==> src/rtl/sunesc_pkg.sv <==
// Shared types and constants of the string unescape and UTF-8 encode unit.
package sunesc_pkg;

  // Default depth of the descriptor queue between front and back
  localparam int QUEUE_DEPTH_DEF = 4;

  // Result kinds on the output channel
  localparam logic [1:0] KIND_BYTE = 2'd0;
  localparam logic [1:0] KIND_END  = 2'd1;
  localparam logic [1:0] KIND_ERR  = 2'd2;

  // Error codes
  localparam logic [2:0] E_UNTERM  = 3'd0;
  localparam logic [2:0] E_NEWLINE = 3'd1;
  localparam logic [2:0] E_ILLEGAL = 3'd2;
  localparam logic [2:0] E_ESCAPE  = 3'd3;
  localparam logic [2:0] E_UNICODE = 3'd4;
  localparam logic [2:0] E_COMMENT = 3'd5;

  // Code point limits
  localparam logic [23:0] CP_MAX     = 24'h10FFFF;
  localparam logic [20:0] CP_MAX_1B  = 21'h00007F;
  localparam logic [20:0] CP_MAX_2B  = 21'h0007FF;
  localparam logic [20:0] CP_MAX_3B  = 21'h00FFFF;

  // Decoder modes
  typedef enum logic [2:0] {
    MODE_BODY    = 3'd0,
    MODE_ESC     = 3'd1,
    MODE_HEX     = 3'd2,
    MODE_CMT     = 3'd3,
    MODE_CMT_ESC = 3'd4
  } mode_t;

  // Kind of run held in one queue entry
  typedef enum logic [1:0] {
    DK_BYTE = 2'd0,
    DK_CP   = 2'd1,
    DK_END  = 2'd2,
    DK_ERR  = 2'd3
  } dkind_t;

  // One queued run: a single byte, a code point to encode, an end or an error
  typedef struct packed {
    dkind_t      dkind;
    logic [2:0]  code;
    logic [20:0] value;
  } desc_t;

  // Queue status seen by front and back
  typedef struct packed {
    logic full;
    logic empty;
  } qstat_t;

endpackage

==> src/rtl/sunesc_if.sv <==
// Valid/ready channel interfaces for input bytes and result words.
interface sunesc_in_if;
  logic       valid;
  logic       ready;
  logic [7:0] data_byte;
  logic       end_of_data;

  modport source (output valid, output data_byte, output end_of_data, input ready);
  modport sink   (input valid, input data_byte, input end_of_data, output ready);
endinterface

interface sunesc_out_if;
  logic       valid;
  logic       ready;
  logic [7:0] out_byte;
  logic [1:0] kind;
  logic [2:0] error_code;
  logic       last_of_run;

  modport source (output valid, output out_byte, output kind, output error_code,
                  output last_of_run, input ready);
  modport sink   (input valid, input out_byte, input kind, input error_code,
                  input last_of_run, output ready);
endinterface

==> src/rtl/sunesc_front.sv <==
// Front part: accepts raw bytes, tracks the escape state and classifies each byte.
module sunesc_front (
  input  logic                clk,
  input  logic                rst,
  input  logic                in_valid,
  input  logic [7:0]          data_byte,
  input  logic                end_of_data,
  output logic                in_ready,
  input  sunesc_pkg::qstat_t  qstat,
  output logic                push,
  output sunesc_pkg::desc_t   push_desc
);

  sunesc_pkg::mode_t mode, mode_next;
  logic [2:0]        digits, digits_next;
  logic              six, six_next;
  logic [23:0]       acc, acc_next;

  logic       fire;
  logic       is_ctrl;
  logic       is_sep;
  logic       hex_ok;
  logic [3:0] hex_val;
  logic [23:0] acc_shift;
  logic [2:0] digits_inc;
  logic [2:0] need;

  assign in_ready = !qstat.full;
  assign fire     = in_valid && in_ready;

  assign is_ctrl = (data_byte < 8'd32) || (data_byte == 8'd127);
  assign is_sep  = (data_byte == 8'h0A) || (data_byte == 8'h0D) || (data_byte == 8'h09);

  // Decode one hex digit
  always_comb begin
    hex_ok  = 1'b1;
    hex_val = 4'd0;
    if (data_byte inside {[8'h30:8'h39]}) begin
      hex_val = data_byte[3:0];
    end else if (data_byte inside {[8'h61:8'h66], [8'h41:8'h46]}) begin
      hex_val = data_byte[3:0] + 4'd9;
    end else begin
      hex_ok = 1'b0;
    end
  end

  assign acc_shift  = {acc[19:0], hex_val};
  assign digits_inc = digits + 3'd1;
  assign need       = six ? 3'd6 : 3'd4;

  // Next state and the run to queue
  always_comb begin
    mode_next       = mode;
    digits_next     = digits;
    six_next        = six;
    acc_next        = acc;
    push            = 1'b0;
    push_desc.dkind = sunesc_pkg::DK_ERR;
    push_desc.code  = sunesc_pkg::E_UNTERM;
    push_desc.value = 21'd0;

    case (mode)
      sunesc_pkg::MODE_ESC: begin
        mode_next = sunesc_pkg::MODE_BODY;
        if (end_of_data) begin
          push           = 1'b1;
          push_desc.code = sunesc_pkg::E_ESCAPE;
        end else if (is_ctrl && !is_sep) begin
          push           = 1'b1;
          push_desc.code = sunesc_pkg::E_ILLEGAL;
        end else begin
          case (data_byte)
            8'h22, 8'h5C, 8'h2F: begin
              push            = 1'b1;
              push_desc.dkind = sunesc_pkg::DK_BYTE;
              push_desc.value = {13'd0, data_byte};
            end
            8'h6E, 8'h74, 8'h62, 8'h66, 8'h72: begin
              push            = 1'b1;
              push_desc.dkind = sunesc_pkg::DK_BYTE;
              case (data_byte)
                8'h6E:   push_desc.value = 21'h0A;
                8'h74:   push_desc.value = 21'h09;
                8'h62:   push_desc.value = 21'h08;
                8'h66:   push_desc.value = 21'h0C;
                default: push_desc.value = 21'h0D;
              endcase
            end
            8'h75, 8'h55: begin
              mode_next   = sunesc_pkg::MODE_HEX;
              digits_next = 3'd0;
              six_next    = (data_byte == 8'h55);
              acc_next    = 24'd0;
            end
            8'h5B: begin
              mode_next = sunesc_pkg::MODE_CMT;
            end
            default: begin
              push           = 1'b1;
              push_desc.code = sunesc_pkg::E_ESCAPE;
            end
          endcase
        end
      end

      sunesc_pkg::MODE_HEX: begin
        if (end_of_data || data_byte == 8'h0A || is_ctrl || !hex_ok) begin
          push = 1'b1;
          if (end_of_data)             push_desc.code = sunesc_pkg::E_UNICODE;
          else if (data_byte == 8'h0A) push_desc.code = sunesc_pkg::E_NEWLINE;
          else if (is_ctrl)            push_desc.code = sunesc_pkg::E_ILLEGAL;
          else                         push_desc.code = sunesc_pkg::E_UNICODE;
          mode_next   = sunesc_pkg::MODE_BODY;
          digits_next = 3'd0;
          six_next    = 1'b0;
          acc_next    = 24'd0;
        end else if (digits_inc < need) begin
          acc_next    = acc_shift;
          digits_next = digits_inc;
        end else begin
          // last digit: hand the code point to the back, or flag it out of range
          push        = 1'b1;
          mode_next   = sunesc_pkg::MODE_BODY;
          digits_next = 3'd0;
          six_next    = 1'b0;
          acc_next    = 24'd0;
          if (acc_shift > sunesc_pkg::CP_MAX) begin
            push_desc.code = sunesc_pkg::E_UNICODE;
          end else begin
            push_desc.dkind = sunesc_pkg::DK_CP;
            push_desc.value = acc_shift[20:0];
          end
        end
      end

      sunesc_pkg::MODE_CMT, sunesc_pkg::MODE_CMT_ESC: begin
        if (end_of_data || (is_ctrl && !is_sep)) begin
          push           = 1'b1;
          push_desc.code = end_of_data ? sunesc_pkg::E_COMMENT : sunesc_pkg::E_ILLEGAL;
          mode_next      = sunesc_pkg::MODE_BODY;
          digits_next    = 3'd0;
          six_next       = 1'b0;
          acc_next       = 24'd0;
        end else if (mode == sunesc_pkg::MODE_CMT_ESC && data_byte == 8'h5D) begin
          mode_next = sunesc_pkg::MODE_BODY;
        end else if (data_byte == 8'h5C) begin
          mode_next = sunesc_pkg::MODE_CMT_ESC;
        end else begin
          mode_next = sunesc_pkg::MODE_CMT;
        end
      end

      default: begin
        mode_next = sunesc_pkg::MODE_BODY;
        if (end_of_data || is_ctrl) begin
          push = 1'b1;
          if (end_of_data)             push_desc.code = sunesc_pkg::E_UNTERM;
          else if (data_byte == 8'h0A) push_desc.code = sunesc_pkg::E_NEWLINE;
          else                         push_desc.code = sunesc_pkg::E_ILLEGAL;
          digits_next = 3'd0;
          six_next    = 1'b0;
          acc_next    = 24'd0;
        end else if (data_byte == 8'h22) begin
          push            = 1'b1;
          push_desc.dkind = sunesc_pkg::DK_END;
          digits_next     = 3'd0;
          six_next        = 1'b0;
          acc_next        = 24'd0;
        end else if (data_byte == 8'h5C) begin
          mode_next = sunesc_pkg::MODE_ESC;
        end else begin
          push            = 1'b1;
          push_desc.dkind = sunesc_pkg::DK_BYTE;
          push_desc.value = {13'd0, data_byte};
        end
      end
    endcase

    // only an accepted byte moves the decoder or queues a run
    if (!fire) begin
      push        = 1'b0;
      mode_next   = mode;
      digits_next = digits;
      six_next    = six;
      acc_next    = acc;
    end
  end

  // Hold decoder state
  always_ff @(posedge clk) begin
    if (rst) begin
      mode   <= sunesc_pkg::MODE_BODY;
      digits <= 3'd0;
      six    <= 1'b0;
      acc    <= 24'd0;
    end else begin
      mode   <= mode_next;
      digits <= digits_next;
      six    <= six_next;
      acc    <= acc_next;
    end
  end

endmodule

==> src/rtl/sunesc_queue.sv <==
// Short descriptor queue between the front and the back.
module sunesc_queue #(
  parameter int DEPTH = sunesc_pkg::QUEUE_DEPTH_DEF
) (
  input  logic               clk,
  input  logic               rst,
  input  logic               push,
  input  sunesc_pkg::desc_t  push_desc,
  input  logic               pop,
  output sunesc_pkg::desc_t  head,
  output sunesc_pkg::qstat_t qstat
);

  localparam int PTR_W = (DEPTH > 1) ? $clog2(DEPTH) : 1;
  localparam int CNT_W = $clog2(DEPTH + 1);

  sunesc_pkg::desc_t entries [DEPTH];
  logic [PTR_W-1:0]  wr_ptr, rd_ptr;
  logic [CNT_W-1:0]  count;
  logic              do_push, do_pop;

  assign qstat.full  = (count == CNT_W'(DEPTH));
  assign qstat.empty = (count == '0);
  assign do_push     = push && !qstat.full;
  assign do_pop      = pop && !qstat.empty;
  assign head        = entries[rd_ptr];

  // Store pushed runs
  always_ff @(posedge clk) begin
    if (do_push) begin
      entries[wr_ptr] <= push_desc;
    end
  end

  // Advance pointers and count
  always_ff @(posedge clk) begin
    if (rst) begin
      wr_ptr <= '0;
      rd_ptr <= '0;
      count  <= '0;
    end else begin
      if (do_push) begin
        wr_ptr <= (wr_ptr == PTR_W'(DEPTH - 1)) ? '0 : wr_ptr + PTR_W'(1);
      end
      if (do_pop) begin
        rd_ptr <= (rd_ptr == PTR_W'(DEPTH - 1)) ? '0 : rd_ptr + PTR_W'(1);
      end
      if (do_push && !do_pop) begin
        count <= count + CNT_W'(1);
      end else if (do_pop && !do_push) begin
        count <= count - CNT_W'(1);
      end
    end
  end

endmodule

==> src/rtl/sunesc_back.sv <==
// Back part: expands the queued run at the head into result words.
module sunesc_back (
  input  logic               clk,
  input  logic               rst,
  input  sunesc_pkg::desc_t  head,
  input  sunesc_pkg::qstat_t qstat,
  output logic               pop,
  output logic               out_valid,
  input  logic               out_ready,
  output logic [7:0]         out_byte,
  output logic [1:0]         kind,
  output logic [2:0]         error_code,
  output logic               last_of_run
);

  logic [1:0]  idx;
  logic [1:0]  last_idx;
  logic [20:0] cp;
  logic        fire;

  assign cp        = head.value;
  assign out_valid = !qstat.empty;
  assign fire      = out_valid && out_ready;
  assign last_of_run = (idx == last_idx);
  assign pop       = fire && last_of_run;

  // Length of the run, as index of its last word
  always_comb begin
    last_idx = 2'd0;
    if (head.dkind == sunesc_pkg::DK_CP) begin
      if (cp <= sunesc_pkg::CP_MAX_1B)      last_idx = 2'd0;
      else if (cp <= sunesc_pkg::CP_MAX_2B) last_idx = 2'd1;
      else if (cp <= sunesc_pkg::CP_MAX_3B) last_idx = 2'd2;
      else                                  last_idx = 2'd3;
    end
  end

  // Select the current word of the run
  always_comb begin
    out_byte   = 8'd0;
    kind       = sunesc_pkg::KIND_BYTE;
    error_code = 3'd0;
    case (head.dkind)
      sunesc_pkg::DK_BYTE: out_byte = cp[7:0];
      sunesc_pkg::DK_END:  kind = sunesc_pkg::KIND_END;
      sunesc_pkg::DK_ERR: begin
        kind       = sunesc_pkg::KIND_ERR;
        error_code = head.code;
      end
      default: begin
        case (last_idx)
          2'd0: out_byte = cp[7:0];
          2'd1: out_byte = (idx == 2'd0) ? {3'b110, cp[10:6]} : {2'b10, cp[5:0]};
          2'd2: begin
            case (idx)
              2'd0:    out_byte = {4'b1110, cp[15:12]};
              2'd1:    out_byte = {2'b10, cp[11:6]};
              default: out_byte = {2'b10, cp[5:0]};
            endcase
          end
          default: begin
            case (idx)
              2'd0:    out_byte = {5'b11110, cp[20:18]};
              2'd1:    out_byte = {2'b10, cp[17:12]};
              2'd2:    out_byte = {2'b10, cp[11:6]};
              default: out_byte = {2'b10, cp[5:0]};
            endcase
          end
        endcase
      end
    endcase
  end

  // Advance the word index, rewind after the last word
  always_ff @(posedge clk) begin
    if (rst) begin
      idx <= 2'd0;
    end else if (fire) begin
      idx <= last_of_run ? 2'd0 : idx + 2'd1;
    end
  end

endmodule

==> src/rtl/string_unescape_utf8_unit.sv <==
// The run of an accepted byte is written into the descriptor queue; its result words leave from the queue head.
// One input byte per cycle while the queue is not full; a code point of n UTF-8 bytes takes n output words.
// The front stalls only when the descriptor queue (QUEUE_DEPTH runs) is full.
// Bytes that give no result (backslash, leading hex digits, comment text) only move the decoder state.
// Reset (rst, synchronous) empties the queue and returns the decoder to the string body.
// Top level: string unescape and UTF-8 encode unit.
module string_unescape_utf8_unit #(
  parameter int QUEUE_DEPTH = sunesc_pkg::QUEUE_DEPTH_DEF
) (
  input logic         clk,
  input logic         rst,
  sunesc_in_if.sink   in_ch,
  sunesc_out_if.source out_ch
);

  sunesc_pkg::qstat_t qstat;
  sunesc_pkg::desc_t  push_desc;
  sunesc_pkg::desc_t  head;
  logic               push;
  logic               pop;

  sunesc_front u_front (
    .clk         (clk),
    .rst         (rst),
    .in_valid    (in_ch.valid),
    .data_byte   (in_ch.data_byte),
    .end_of_data (in_ch.end_of_data),
    .in_ready    (in_ch.ready),
    .qstat       (qstat),
    .push        (push),
    .push_desc   (push_desc)
  );

  sunesc_queue #(.DEPTH(QUEUE_DEPTH)) u_queue (
    .clk       (clk),
    .rst       (rst),
    .push      (push),
    .push_desc (push_desc),
    .pop       (pop),
    .head      (head),
    .qstat     (qstat)
  );

  sunesc_back u_back (
    .clk         (clk),
    .rst         (rst),
    .head        (head),
    .qstat       (qstat),
    .pop         (pop),
    .out_valid   (out_ch.valid),
    .out_ready   (out_ch.ready),
    .out_byte    (out_ch.out_byte),
    .kind        (out_ch.kind),
    .error_code  (out_ch.error_code),
    .last_of_run (out_ch.last_of_run)
  );

endmodule

==> src/flat_wrapper.sv <==
// flat-port wrapper written by rule: the top's interface ports become plain ports
module string_unescape_utf8_unit_flat 
#(
  parameter int QUEUE_DEPTH = sunesc_pkg::QUEUE_DEPTH_DEF
)
  (clk, rst, in_ch_valid, in_ch_data_byte, in_ch_end_of_data, in_ch_ready, out_ch_valid, out_ch_out_byte, out_ch_kind, out_ch_error_code, out_ch_last_of_run, out_ch_ready);
  sunesc_in_if in_ch_i ();
  sunesc_out_if out_ch_i ();
  input logic clk;
  input logic rst;
  input wire logic [$bits(in_ch_i.valid)-1:0] in_ch_valid;
  input wire logic [$bits(in_ch_i.data_byte)-1:0] in_ch_data_byte;
  input wire logic [$bits(in_ch_i.end_of_data)-1:0] in_ch_end_of_data;
  output wire logic [$bits(in_ch_i.ready)-1:0] in_ch_ready;
  output wire logic [$bits(out_ch_i.valid)-1:0] out_ch_valid;
  output wire logic [$bits(out_ch_i.out_byte)-1:0] out_ch_out_byte;
  output wire logic [$bits(out_ch_i.kind)-1:0] out_ch_kind;
  output wire logic [$bits(out_ch_i.error_code)-1:0] out_ch_error_code;
  output wire logic [$bits(out_ch_i.last_of_run)-1:0] out_ch_last_of_run;
  input wire logic [$bits(out_ch_i.ready)-1:0] out_ch_ready;
  assign in_ch_i.valid = in_ch_valid;
  assign in_ch_i.data_byte = in_ch_data_byte;
  assign in_ch_i.end_of_data = in_ch_end_of_data;
  assign in_ch_ready = in_ch_i.ready;
  assign out_ch_valid = out_ch_i.valid;
  assign out_ch_out_byte = out_ch_i.out_byte;
  assign out_ch_kind = out_ch_i.kind;
  assign out_ch_error_code = out_ch_i.error_code;
  assign out_ch_last_of_run = out_ch_i.last_of_run;
  assign out_ch_i.ready = out_ch_ready;
  string_unescape_utf8_unit #(.QUEUE_DEPTH(QUEUE_DEPTH)) u_core (.clk(clk), .rst(rst), .in_ch(in_ch_i), .out_ch(out_ch_i));
endmodule
==> config.mk <==
export PLATFORM = sky130hd
export DESIGN_NAME = string_unescape_utf8_unit_flat
export DESIGN_NICKNAME = d
export VERILOG_FILES = /design/src/rtl/sunesc_pkg.sv /design/src/rtl/sunesc_if.sv /design/src/rtl/sunesc_front.sv /design/src/rtl/sunesc_queue.sv /design/src/rtl/sunesc_back.sv /design/src/rtl/string_unescape_utf8_unit.sv /design/src/flat_wrapper.sv
export SDC_FILE = /design/constraint.sdc
export NUM_CORES = 1
export LEC_CHECK = 0
export BUFFER_PORTS_ARGS = -buffer_cell sky130_fd_sc_hd__buf_2
export CORE_ASPECT_RATIO = 2
export CORE_MARGIN = 3
export CORE_UTILIZATION = 60
export CTS_BUF_LIST = sky130_fd_sc_hd__clkbuf_8
export DETAILED_ROUTE_END_ITERATION = 16
export PLACE_DENSITY = 0.86
export SLEW_MARGIN = 20
export SYNTH_ARGS = -nofsm -noshare
export SYNTH_HDL_FRONTEND = slang
export SYNTH_SLANG_ARGS = --single-unit
==> constraint.sdc <==
create_clock -name clk -period 5 [get_ports clk]
set_input_delay 0.5 -clock clk [delete_from_list [all_inputs] [get_ports clk]]
set_output_delay 0.5 -clock clk [all_outputs]
set_load 0.02 [all_outputs]
==> results of run 1 <==
state kept, by name (all words and copies together) (netlist names), named ones only:
name	flops
u_core.u_back.idx	2
u_core.u_front.acc	20
u_core.u_front.digits	3
u_core.u_front.mode	3
u_core.u_front.six	1
u_core.u_queue.count	3
u_core.u_queue.entries	104
u_core.u_queue.rd_ptr	2
u_core.u_queue.wr_ptr	2
power by group through the flow:
| stage | Combinational [W] | Clock, W | Sequential [W] |
|---|---|---|---|
| 2_1_floorplan | 0.000942 | 0 | 0.00146 |
| 3_3_place_gp | 0.00124 | 0 | 0.00148 |
| 3_5_place_dp | 0.00127 | 0 | 0.00150 |
| 4_1_cts | 0.00128 | 0.000836 | 0.00147 |
| 5_1_grt | 0.00138 | 0.000890 | 0.00148 |
| 6_report | 0.00129 | 0.000822 | 0.00147 |
synth_stat cells (all sizes together), types with 4 or more instances:
cell type  number
a221o           5
nand2          50
a21oi          49
a22o            8
nor2           25
xor2            4
a21o            6
nand3          32
a31oi           5
edfxtp        104
a2111oi         4
clkbuf         16
mux2i           6
ha             20
inv            18
nand3b          4
dfxtp          38
and3            7
nor3           10
and2           21
mux4           26
or3             7
nor2b           8
nand2b         15
or4             5
o21ai          27
buf            16
metrics by stage:
step / hold slack (ns) / worst slack (ns) / utilization
4_1_cts: 0.379 / 0.0214 / 0.666
5_1_grt: 0.406 / 0.0100 / 0.667
6_report: 0.413 / 0.241 / 0.667
3_5_place_dp: 0.447 / 0.519 / 0.635
2_1_floorplan: 0.429 / 1.20 / -
3_3_place_gp: 0.439 / 0.639 / 0.635
layer usage:
metal  GRT usage  routed length [um]  part of all wire  up-vias
met2       0.481                9380              0.55      241
met5           0                   0                 0        -
met3      0.0510                 789             0.046       76
met4       0.160                 940             0.055        0
li1            -                   -                 -     2363
met1       0.265                5900              0.35     2532
final timing paths:
check / start / end / slack (ns) / cells past startpoint
max: flop / out_ch_out_byte[0] / 0.24 / 13
min: in_ch_valid / u_core.u_front.mode[2] / 0.41 / 4
max reg2reg: flop / u_core.u_queue.count[2] / 0.91 / 15
min reg2reg: u_core.u_front.acc[17] / u_core.u_front.acc[17] / 0.46 / 2
layout make-up:
type | instances | area [um^2] | area share
timing repair buffer | 42 | 249 | 0.0317
clock buffer | 17 | 234 | 0.0298
sequential | 142 | 3880 | 0.495
clock inverter | 15 | 129 | 0.0164
tap | 145 | 181 | 0.0231
inverter | 18 | 67.6 | 0.00861
multi-input combinational | 405 | 3110 | 0.396
cells by family (layout without fill, tap and decap cells):
logic type | after synthesis | in the layout
compound gates | 141 | 141
xor+xnor | 4 | 4
fa+ha+maj | 21 | 21
buf+inv | 50 | 92
flops | 142 | 142
mux | 34 | 34
simple gates | 205 | 205
worst reg2reg max path, stage by stage, from the launching register on:
cell	delay [ns]
dfxtp_2	0.50
buf_4	0.28
mux4_1	0.56
buf_4	0.21
nand2b_1	0.17
buf_4	0.23
a2111oi_0	0.11
a221oi_2	0.42
a21oi_4	0.14
inv_1	0.09
ha_1	0.18
inv_1	0.07
fa_1	0.43
xor2_1	0.16
or3_1	0.31
a21oi_1	0.14
==> impl_metrics.yaml, run 1 <==
logic_synthesis:
  synth_fa_ha_area_frac: 0.0375
  ys_seq_elements: 142
  ys_seq_area_frac: 0.539
  synth_xor_area_frac: 0.00486
  syn-instance-count: 597
  yosysTopAreaCell: "edfxtp_1"
  synth_area_per_cell_um2: 12.1
  synth_top_family_by_area: "simple AND/OR/NAND/NOR gates"
  yosys_warnings: 0
  syn_nets: 631
  muxShareOfSynthArea: 0.0968
  ys_async_sr_fraction: 0
  synth-edff-count: 104
  post-synth-top-area-fraction: 0.433
  synth_flop_cell: "edfxtp_1"
  synth.area.top_cells: "edfxtp_1, dfxtp_1, mux4_2, ha_1, a21oi_1"
  synth_area_um2: 7210
  synth-compound-area-share: 0.134
  synthSimpleGateAreaFrac: 0.157
  synth_cell_types: 75
routing:
  first_pass_iters: 5
  drc: 0
  vias_per_cell: 6.65
  drtAntennaViolNets: 0
  drtIter0Drc: 371
  routed_wl_mm: 17.0
  wl_per_cell_um: 21.7
  via_count: 5212
layout:
  nets: 660
  stdcell_area_um2: 7850
  most-common-layout-cells: "edfxtp_1, nand2_1, a21oi_1"
  drive_above_1_share: 0.172
  n_fill_cell: 839
  final_cells: 784
  area_growth_pct: 8.88
  antenna_cells: 0
  layout_commonest_cell: "edfxtp_1"
sta:
  finalClockSkew_ns: 0.0185
  slew_viol_final: 0
  fin_crit_sh: 0.952
  period_needed_ns: 4.76
  tns_ns: 0
  rsz0062_at_grt: "false"
  slew_headroom: 0.237
  worst_slew_pin_slew_ns: 1.12
  hold_violations: 0
  clock.fmax_mhz: 210
  setup_viol: 0
placed_design:
  portBuffers: 28
  dp_cells: 752
  placed_area_um2: 7480
  place_congestion: 0.928
  hpwl_mm: 12.5
hold_path:
  hold_path_class: "in -> reg"
clock_network:
  post_cts_buffers: 0
  numCtsBuffers: 17
  cts_buffer_depth: 2
  cts_tree: "built"
  cts_resized: 0
  cts-htree-levels: 4
  clkLatencyLatePin_ns: 0.45
  clock-sinks: 142
  clk_pin_slew_ns: 0.09
  clock-root-buffer: "clkbuf_8"
  holdBufCountCts: 0
outcome:
  status: "complete, no violations"
global_route:
  antenna_found_initial: 0
  grt_pass1_vias: 5361
  overflow: 0
  grtUsageTotal: 0.260
  grt_pass1_wl_mm: 27.1
  grt_max_degree: 41
worst_setup_path:
  cp_slowest_cell: "mux4_2"
  cp.arrival_ns: 4.26
  path_cells: "buf_4, mux4_2, or4_4, nor4_4, or2_2, inv_1, ha_1, a22o_1, a21oi_1, a31oi_1, a21o_1, a22o_1, buf_2"
  cp-start-kind: "flop"
  worst_path_largest_cell_delay_ns: 0.55
  crit_type: "reg -> out"
  path_delay_family: "compound AO/OA/AOI/OAI gates"
  required_ns: 4.50
  worstPathMaxFanout: 10
  path_buf_inv: 3
  cp_common_cell: "a22o_1"
  end_kind: "primary output"
die:
  dieArea_um2: 13400
  io_pins: 29
  die_h_um: 161
  die_x_um: 83.5
  start_util: 0.613
  rows: 56
  coreArea_um2: 11800
power_and_ir_drop:
  p_sw_frac: 0.369
  ir_drop_mv: 0.304
  p_sw_w: 0.00132
  pwr-share-comb: 0.360
  seqPwrFrac: 0.411
  power_leakage_nw: 2.76
  p_int_w: 0.00226
  power_w: 0.00358
  p_per_area_nw_per_um2: 456
  pwr-share-clk: 0.230
job:
  drv_cap: 0
(Power assumes the default switching activity.)
==> run 2: changes to the inputs <==
--- a/config.mk
+++ b/config.mk
@@ -5,6 +5,7 @@
 export SDC_FILE = /design/constraint.sdc
 export NUM_CORES = 1
 export LEC_CHECK = 0
+export ABC_AREA = 1
 export BUFFER_PORTS_ARGS = -buffer_cell sky130_fd_sc_hd__buf_2
 export CORE_ASPECT_RATIO = 2
 export CORE_MARGIN = 3
==> impl_metrics.yaml, run 2 <==
global_route:
  grt_pass1_vias: 6051
  grtUsageTotal: 0.268
  antenna_found_initial: 0
  grt_pass1_wl_mm: 28.6
  grt_max_degree: 53
  overflow: 0
logic_synthesis:
  synth.area.top_cells: "edfxtp_1, dfxtp_1, nand2_1, nor2_1, inv_1"
  ys_seq_elements: 142
  synthTopCellsByCount: "nand2_1, nor2_1, edfxtp_1"
  yosys_warnings: 0
  ys_async_sr_fraction: 0
  yosysTopAreaCell: "edfxtp_1"
  synth_area_um2: 7270
  synth_cell_types: 46
  synth-edff-count: 104
  ys_seq_area_frac: 0.534
  syn_nets: 857
  synth_flop_cell: "edfxtp_1"
  syn-instance-count: 823
  synth_area_per_cell_um2: 8.83
  yosysMostFrequentCell: "nand2_1"
  post-synth-top-area-fraction: 0.430
job:
  drv_cap: 0
worst_setup_path:
  cp-start-kind: "flop"
  required_ns: 4.50
  ff2ff_path_depth: 15
  worstPathMaxFanout: 52
  end_kind: "primary output"
  crit_type: "reg -> out"
  cp.arrival_ns: 3.69
sta:
  finalClockSkew_ns: 0.0143
  worst_slew_pin_slew_ns: 0.857
  slew_viol_final: 0
  fin_crit_sh: 0.837
  hold_violations: 0
  clock.fmax_mhz: 239
  fin_ws_ns: 0.814
  setup_viol: 0
  slew_headroom: 0.427
  period_needed_ns: 4.19
  rsz0062_at_grt: "false"
  tns_ns: 0
routing:
  drtAntennaViolNets: 0
  via_count: 6013
  first_pass_iters: 5
  vias_per_cell: 5.99
  drc: 0
  wl_per_cell_um: 17.7
  routed_wl_mm: 17.8
  drtIter0Drc: 488
layout:
  top_register: "u_core.u_queue.entries"
  largest_reg_flops: 104
  stdcell_area_um2: 7830
  most-common-layout-cells: "nand2_1, nor2_1, edfxtp_1"
  area_growth_pct: 7.66
  drive_above_1_share: 0.122
  fin_util: 0.665
  reg_top3: "u_core.u_queue.entries: 104 flops, u_core.u_front.acc: 20 flops"
  antenna_cells: 0
  layout_commonest_cell: "nand2_1"
  nets: 880
die:
  die_x_um: 83.8
  start_util: 0.618
  coreArea_um2: 11800
  io_pins: 29
  dieArea_um2: 13600
  die_h_um: 162
  rows: 56
hold_path:
  hold_depth: 4
  hold_path_class: "in -> reg"
placed_design:
  place_congestion: 1.02
  pre_cts_ws_ns: 1.37
  hpwl_mm: 12.4
  placed_area_um2: 7480
  portBuffers: 28
clock_network:
  cts_buffer_depth: 2
  clkLatencyLatePin_ns: 0.44
  clock-sinks: 142
  clk_pin_slew_ns: 0.08
  cts_resized: 0
  holdBufCountCts: 0
  clock-root-buffer: "clkbuf_8"
  cts-htree-levels: 4
  numCtsBuffers: 17
  post_cts_buffers: 0
  cts_tree: "built"
power_and_ir_drop:
  p_per_area_nw_per_um2: 568
  ir_drop_mv: 0.461
  power_leakage_nw: 3.06
  power_w: 0.00445
outcome:
  status: "complete, no violations"
==> run 2: critical path, stage by stage (launching register included) <==
cell and delay (ns):
dfxtp_1 0.39, buf_4 0.47, nand2_1 0.12, a32oi_1 0.32, nor2_2 0.05, buf_4 0.18, nand2_1 0.14, inv_1 0.07
ha_1 0.21, a21oi_1 0.17, inv_1 0.05, nor2_1 0.36, inv_1 0.12, nand2_1 0.09, o311ai_0 0.11, nand2_1 0.08
nand2_1 0.05, nand2_1 0.06, nand2_1 0.04, buf_2 0.15
==> run 2: cells by family after synthesis <==
group,count (synthesis),synth area share
buffers and inverters,125,0.0731
flip-flops,142,0.534
XOR/XNOR,1,0.00121
adder cells (fa/ha/maj),21,0.0372
AO/OA/AOI/OAI,166,0.132
AND/OR/NAND/NOR,368,0.222
==> run 2: routing by layer <==
metal | part of all wire | GRT usage
met1 | 0.35 | 0.267
met2 | 0.55 | 0.507
met3 | 0.042 | 0.0426
met4 | 0.062 | 0.167
met5 | 0 | 0
==> run 2: final cells by class <==
class / instances / area (um^2)
Clock buffer: 17 / 234
Timing Repair Buffer: 34 / 185
Tap cell: 145 / 181
Sequential cell: 142 / 3880
Multi-Input combinational cell: 556 / 2870
Fill cell: 940 / 3950
Inverter: 95 / 359
Clock inverter: 15 / 114
==> run 2: final timing paths <==
path | startpoint | endpoint | slack, ns
min reg2reg | u_core.u_front.acc[7] | u_core.u_front.acc[7] | 0.48
min | out_ch_ready | u_core.u_back.idx[0] | 0.39
max reg2reg | flop | u_core.u_queue.count[2] | 1.72
max | flop | out_ch_out_byte[5] | 0.81
==> run 2: where the power goes <==
group / internal, W / total [W] / switching (W)
combinational: 0.000625 / 0.00213 / 0.00151
clock: 0.000348 / 0.000803 / 0.000455
sequential: 0.00144 / 0.00151 / 0.0000703
==> run 2: stage by stage <==
step | cells | hold slack [ns]
floorplan | 823 | 0.441
global placement | 972 | 0.455
detailed placement | 972 | 0.467
CTS | 1004 | 0.379
global route | 1004 | 0.429
finish | 1004 | 0.391
